==> config.mk <==
export PLATFORM = sky130hd
export DESIGN_NAME = sti_muldiv
export DESIGN_NICKNAME = d
export VERILOG_FILES = /design/src/sti_pkg.sv /design/src/sti_muldiv.sv
export SDC_FILE = /design/constraint.sdc
export NUM_CORES = 1
export LEC_CHECK = 0
export ABC_CLOCK_PERIOD_IN_PS = 8800
export BUFFER_PORTS_ARGS = -buffer_cell sky130_fd_sc_hd__buf_2
export CELL_PAD_IN_SITES_DETAIL_PLACEMENT = 1
export CELL_PAD_IN_SITES_GLOBAL_PLACEMENT = 2
export CORE_AREA = 3 3 173 175
export CTS_CLUSTER_DIAMETER = 150
export DETAILED_ROUTE_END_ITERATION = 16
export DIE_AREA = 0 0 176 178
export PLACE_DENSITY_LB_ADDON = 0.08
export RECOVER_POWER = 25
export SYNTH_ARGS = -nofsm -noshare
export SYNTH_HDL_FRONTEND = slang
export SYNTH_SLANG_ARGS = --single-unit
==> constraint.sdc <==
create_clock -name clk -period 8.8 [get_ports clk]
set_input_delay 1.32 -clock clk [delete_from_list [all_inputs] [get_ports clk]]
set_output_delay 1.32 -clock clk [all_outputs]
set_load 0.03 [all_outputs]
==> src/sti_pkg.sv <==
// sti_pkg: shared widths, codes and the operand bundle of the sorted table interpolator.
// No dependencies; imported by sti_muldiv and sorted_table_interpolator_core.
`timescale 1ns / 1ps

package sti_pkg;

  localparam int DATA_W      = 32;  // Q16.16 words
  localparam int ENTRY_W     = 10;  // entry_index / segment_upper port width
  localparam int CNT_W       = 11;  // sample_count register width
  localparam int MAG_W       = 33;  // magnitude of a difference of two Q16.16 words
  localparam int QUOT_W      = 34;  // offset quotient before the cap
  localparam int MIN_SAMPLES = 2;

  localparam logic [QUOT_W-1:0] OFFSET_CAP = 34'h2_0000_0000;

  typedef enum logic {
    REQ_WRITE = 1'b0,
    REQ_QUERY = 1'b1
  } req_t;

  // |dq|, |dy| and |dx| handed to the multiply/divide unit
  typedef struct packed {
    logic [MAG_W-1:0] mul_a;
    logic [MAG_W-1:0] mul_b;
    logic [MAG_W-1:0] div_d;
  } md_operands_t;

endpackage

==> src/sti_muldiv.sv <==
// sti_muldiv: |dq| * |dy| / |dx| over one shared 34-bit adder, shift-add then restoring divide.
// Depends on sti_pkg. Result is capped at OFFSET_CAP.
`timescale 1ns / 1ps

module sti_muldiv
  import sti_pkg::*;
(
  input  logic               clk,
  input  logic               rst,
  input  logic               start,
  input  md_operands_t       ops,
  output logic               done,
  output logic [QUOT_W-1:0]  offset
);

  localparam int STEP_W = $clog2(QUOT_W);

  typedef enum logic [2:0] {
    M_IDLE,
    M_MUL,
    M_CHK,
    M_DIV,
    M_DONE
  } phase_t;

  phase_t           phase;
  logic [STEP_W-1:0] step;
  md_operands_t     opr;
  logic [MAG_W-1:0] acc;   // product high part, then remainder
  logic [QUOT_W-1:0] low;  // multiplier / product low part, then dividend bits and quotient
  logic             ovf;

  logic [QUOT_W-1:0] add_a;
  logic [QUOT_W-1:0] add_b;
  logic              add_sub;
  logic [QUOT_W:0]   add_sum;
  logic              carry;

  // the one adder; on subtract, carry set means add_a >= add_b
  assign add_sum = {1'b0, add_a} + {1'b0, (add_sub ? ~add_b : add_b)}
                 + {{QUOT_W{1'b0}}, add_sub};
  assign carry   = add_sum[QUOT_W];

  always_comb begin
    add_a   = '0;
    add_b   = '0;
    add_sub = 1'b0;
    case (phase)
      M_MUL: begin
        add_a = {1'b0, acc};
        add_b = low[0] ? {1'b0, opr.mul_b} : '0;
      end
      M_CHK: begin
        // quotient >= 2^34 when product >> 34 is not below the divisor
        add_a   = {2'b00, acc[MAG_W-1:1]};
        add_b   = {1'b0, opr.div_d};
        add_sub = 1'b1;
      end
      M_DIV: begin
        add_a   = {acc, low[QUOT_W-1]};
        add_b   = {1'b0, opr.div_d};
        add_sub = 1'b1;
      end
      default: begin
        add_a = '0;
      end
    endcase
  end

  always_ff @(posedge clk) begin
    if (rst) begin
      phase <= M_IDLE;
    end else begin
      unique case (phase)
        M_IDLE: begin
          if (start) begin
            opr   <= ops;
            acc   <= '0;
            low   <= {1'b0, ops.mul_a};
            ovf   <= 1'b0;
            step  <= '0;
            phase <= M_MUL;
          end
        end
        M_MUL: begin
          acc  <= add_sum[MAG_W:1];
          low  <= {1'b0, add_sum[0], low[MAG_W-1:1]};
          step <= step + 1'b1;
          if (step == STEP_W'(MAG_W - 1)) begin
            phase <= M_CHK;
          end
        end
        M_CHK: begin
          if (carry) begin
            ovf   <= 1'b1;
            phase <= M_DONE;
          end else begin
            acc   <= {1'b0, acc[MAG_W-1:1]};
            low   <= {acc[0], low[MAG_W-1:0]};
            step  <= '0;
            phase <= M_DIV;
          end
        end
        M_DIV: begin
          acc  <= carry ? add_sum[MAG_W-1:0] : add_a[MAG_W-1:0];
          low  <= {low[QUOT_W-2:0], carry};
          step <= step + 1'b1;
          if (step == STEP_W'(QUOT_W - 1)) begin
            phase <= M_DONE;
          end
        end
        M_DONE: begin
          phase <= M_IDLE;
        end
        default: begin
          phase <= M_IDLE;
        end
      endcase
    end
  end

  assign done   = (phase == M_DONE);
  assign offset = (ovf || (low[QUOT_W-1] && (|low[QUOT_W-2:0]))) ? OFFSET_CAP : low;

endmodule

==> metrics.yaml <==
route:
  first_pass_iters: 4
  routed_wl_mm: 27.83
  num_vias: 7597
  drt_iter0_markers: 461
  ant_nets: 0
  drc: 0
  via_per_inst: 5.279
  avgRoutedWirePerCell_um: 19.34
timing:
  finalSetupViolCount: 0
  rsz0062_at_grt: "false"
  final.min_clock_period_ns: 6.392
  tightest_slew_ns: 1.084
  slew-limit-headroom_pct: 27.76
  finalClockSkew_ns: 0.01941
  whs_ns: 0.6041
  hold_viol: 0
  slew_violations: 0
  period_share_pct: 72.63
  tns_ns: 0
  setup_ws_ns: 2.408
  max_freq_mhz: 156.4
grt:
  antenna_found_initial: 0
  grt_overflow: 0
  grt_pass1_vias: 7879
  grt.total_usage_pct: 18.37
  grt_max_degree: 56
  grt_pass1_wl_mm: 45.20
power:
  p_sw_uw: 541.8
  pwr-share-comb_pct: 15.9
  p_per_area_nw_per_um2: 167.9
  leakage_uw: 0.004017
  vdd_drop_max_v: 0.0001253
  internal-power_uw: 1301
  seq_power_share_pct: 45.3
  netSwitchingFraction_pct: 29.40
  pwr-share-clk_pct: 38.7
clocking:
  clk_latency_ns: 0.44
  numCtsBuffers: 17
  htree_num_levels: 4
  root_buffer: "clkbuf_16"
  cts_buffer_depth: 2
  clk_pin_slew_ns: 0.06
  post_cts_buffers: 0
  cts.repair.resized: 0
  holdBufCountCts: 0
  cts_tree: "yes"
  clock_sink_count: 143
synthesis:
  synth_cells: 933
  synthMuxAreaShare_pct: 9.607
  yosysSeqAreaShare_pct: 45.35
  synth_top_family_by_area: "compound AO/OA/AOI/OAI gates"
  ys_types: 71
  syn_area_sq_um: 9403
  ys_warn_count: 0
  synth_edf_count: 140
  synth_nets: 1072
  synthArstFlopShare_pct: 0
  synth.avg_cell_area_sq_um: 10.08
  synth-seq-cells: 143
  yosys.area_share.simple_pct: 13.52
  synth-xor-area-share_pct: 3.540
  synth_compound_area_share_pct: 19.55
  yosys.area_share.adder_pct: 5.003
  ys.flop_type: "edfxtp_1"
floorplan:
  dieArea_sq_um: 31330
  initial_core_util_pct: 32.85
  pin_count: 137
  rows: 62
  coreArea_sq_um: 28630
  die_y_um: 178
  die_width_um: 176
worst_setup_path:
  cp-start-kind: "flip-flop"
  critPathRequiredTime_ns: 8.96
  cp-end-kind: "flip-flop"
  crit_fanout: 55
  worst-setup-path-type: "flip-flop to flip-flop"
  critical_path_arrival_ns: 6.55
flow_run:
  max_cap_viol_count: 0
placed_design:
  gp_congestion: 0.7790
  pre_cts_slack_ns: 2.289
  numPortBuffers: 136
  hpwlAfterDp_mm: 19.97
cells_and_area:
  nets: 1181
  diodes: 0
  syn2layout_area_growth_pct: 16.74
  final_common_cell: "edfxtp_1"
  mostFrequentLayoutCells: "140 x edfxtp_1, 134 x buf_2, 112 x nand2_1"
  drive_above_1_share_pct: 20.00
status:
  status: "finished clean"
worst_hold_path:
  hold_class: "flip-flop to flip-flop"
-- power by group through the flow --
stage / logic (uW) / registers [uW] / clock network (uW)
after global placement: 294 / 851 / 0
final: 293 / 836 / 714
after CTS: 297 / 836 / 734
after floorplan: 204 / 838 / 0
after detailed placement: 295 / 850 / 0
after global routing: 332 / 842 / 761
-- metal layers --
metal  part of all wire (%)  wire, um  GRT usage, %
met1                     51     14210         27.33
met5                      0         0             0
met4                    1.1       302         4.223
met3                    4.2      1179         3.235
met2                     44     12140         27.85
-- cells by family after synthesis --
group	count (synthesis)
muxes	88
AOI/OAI and AO/OA	288
and+or+nand+nor	264
adders and majority gates	37
xor gates and xnor gates	38
buffers and inverters	75
DFF	143
-- registers in the layout (all words and copies together), names as in the netlist --
name and cells:
ovf 1, step 6, acc 33, phase 3, low 34, opr 66
-- cell usage after synthesis, types with 3 or more instances --
cell type    n  area share (%)
edfxtp_1   140              45
nand2_1    112             4.5
o21ai_0     99             5.3
mux2i_1     75             8.0
a21oi_1     61             3.2
clkbuf_1    41             1.6
and2_1      40             2.7
nor2_1      39             1.6
ha_1        36             4.8
a22oi_1     25             2.0
a211oi_1    23             1.8
xnor2_1     21             2.0
xor2_1      17             1.6
inv_1       15            0.60
nand3_1     13            0.69
nor4_1      12            0.80
mux2_2      11             1.3
a21o_1       9            0.72
buf_1        8            0.32
nand2b_1     8            0.53
a31oi_1      6            0.40
buf_2        6            0.32
nand4_1      6            0.40
nor2b_1      6            0.40
o21bai_1     6            0.48
a311oi_1     5            0.47
nor3_1       5            0.27
o21ai_1      5            0.27
o221ai_1     5            0.47
or2_2        5            0.33
or4_1        5            0.40
a211o_1      4            0.37
a221o_1      4            0.43
a22o_1       4            0.37
buf_6        4            0.48
o211ai_1     4            0.32
o21a_1       4            0.32
and3_1       3            0.20
dfxtp_1      3            0.64
-- per-stage QoR --
step / instance area, sq um / util, % / instances / total power [uW]
after floorplan: 9403 / - / 933 / 1041
after global placement: 10430 / 36.43 / 1407 / 1145
after detailed placement: 10430 / 36.43 / 1407 / 1145
after CTS: 10990 / 38.39 / 1439 / 1867
after global routing: 10980 / 38.35 / 1439 / 1935
final: 10980 / 38.35 / 1439 / 1843
-- critical path, cell delays in order, from the launching register on --
cell and delay (ns):
dfxtp_4 0.81, inv_1 0.39, nor2_1 0.60, a22oi_1 0.18, or2_2 0.35, fa_1 0.45
nand2b_1 0.18, a21oi_1 0.28, o211ai_1 0.29, o211ai_1 0.43, a41o_1 0.33, o22a_1 0.78
buf_4 0.45, mux2_2 0.37, mux2i_1 0.12, o21ai_0 0.09
-- final timing paths --
| kind | slack [ns] | startpoint | end | cells past startpoint |
|---|---|---|---|---|
| min reg2reg | 0.60 | acc[1] | acc[0] | 2 |
| min | 0.60 | acc[1] | acc[0] | 2 |
| max reg2reg | 2.41 | phase[1] | acc[16] | 15 |
| max | 2.41 | phase[1] | acc[16] | 15 |
-- cell type report --
class | count | area, sq um
clock buffers | 17 | 425.4
multi-input cells | 715 | 4831
fillers | 3257 | 17650
clock inverters | 15 | 135.1
flip-flops and latches | 143 | 4269
repair buffers | 150 | 779.5
inverters | 15 | 56.30
well taps | 384 | 480.5
Power figures use the tool's default switching activity.
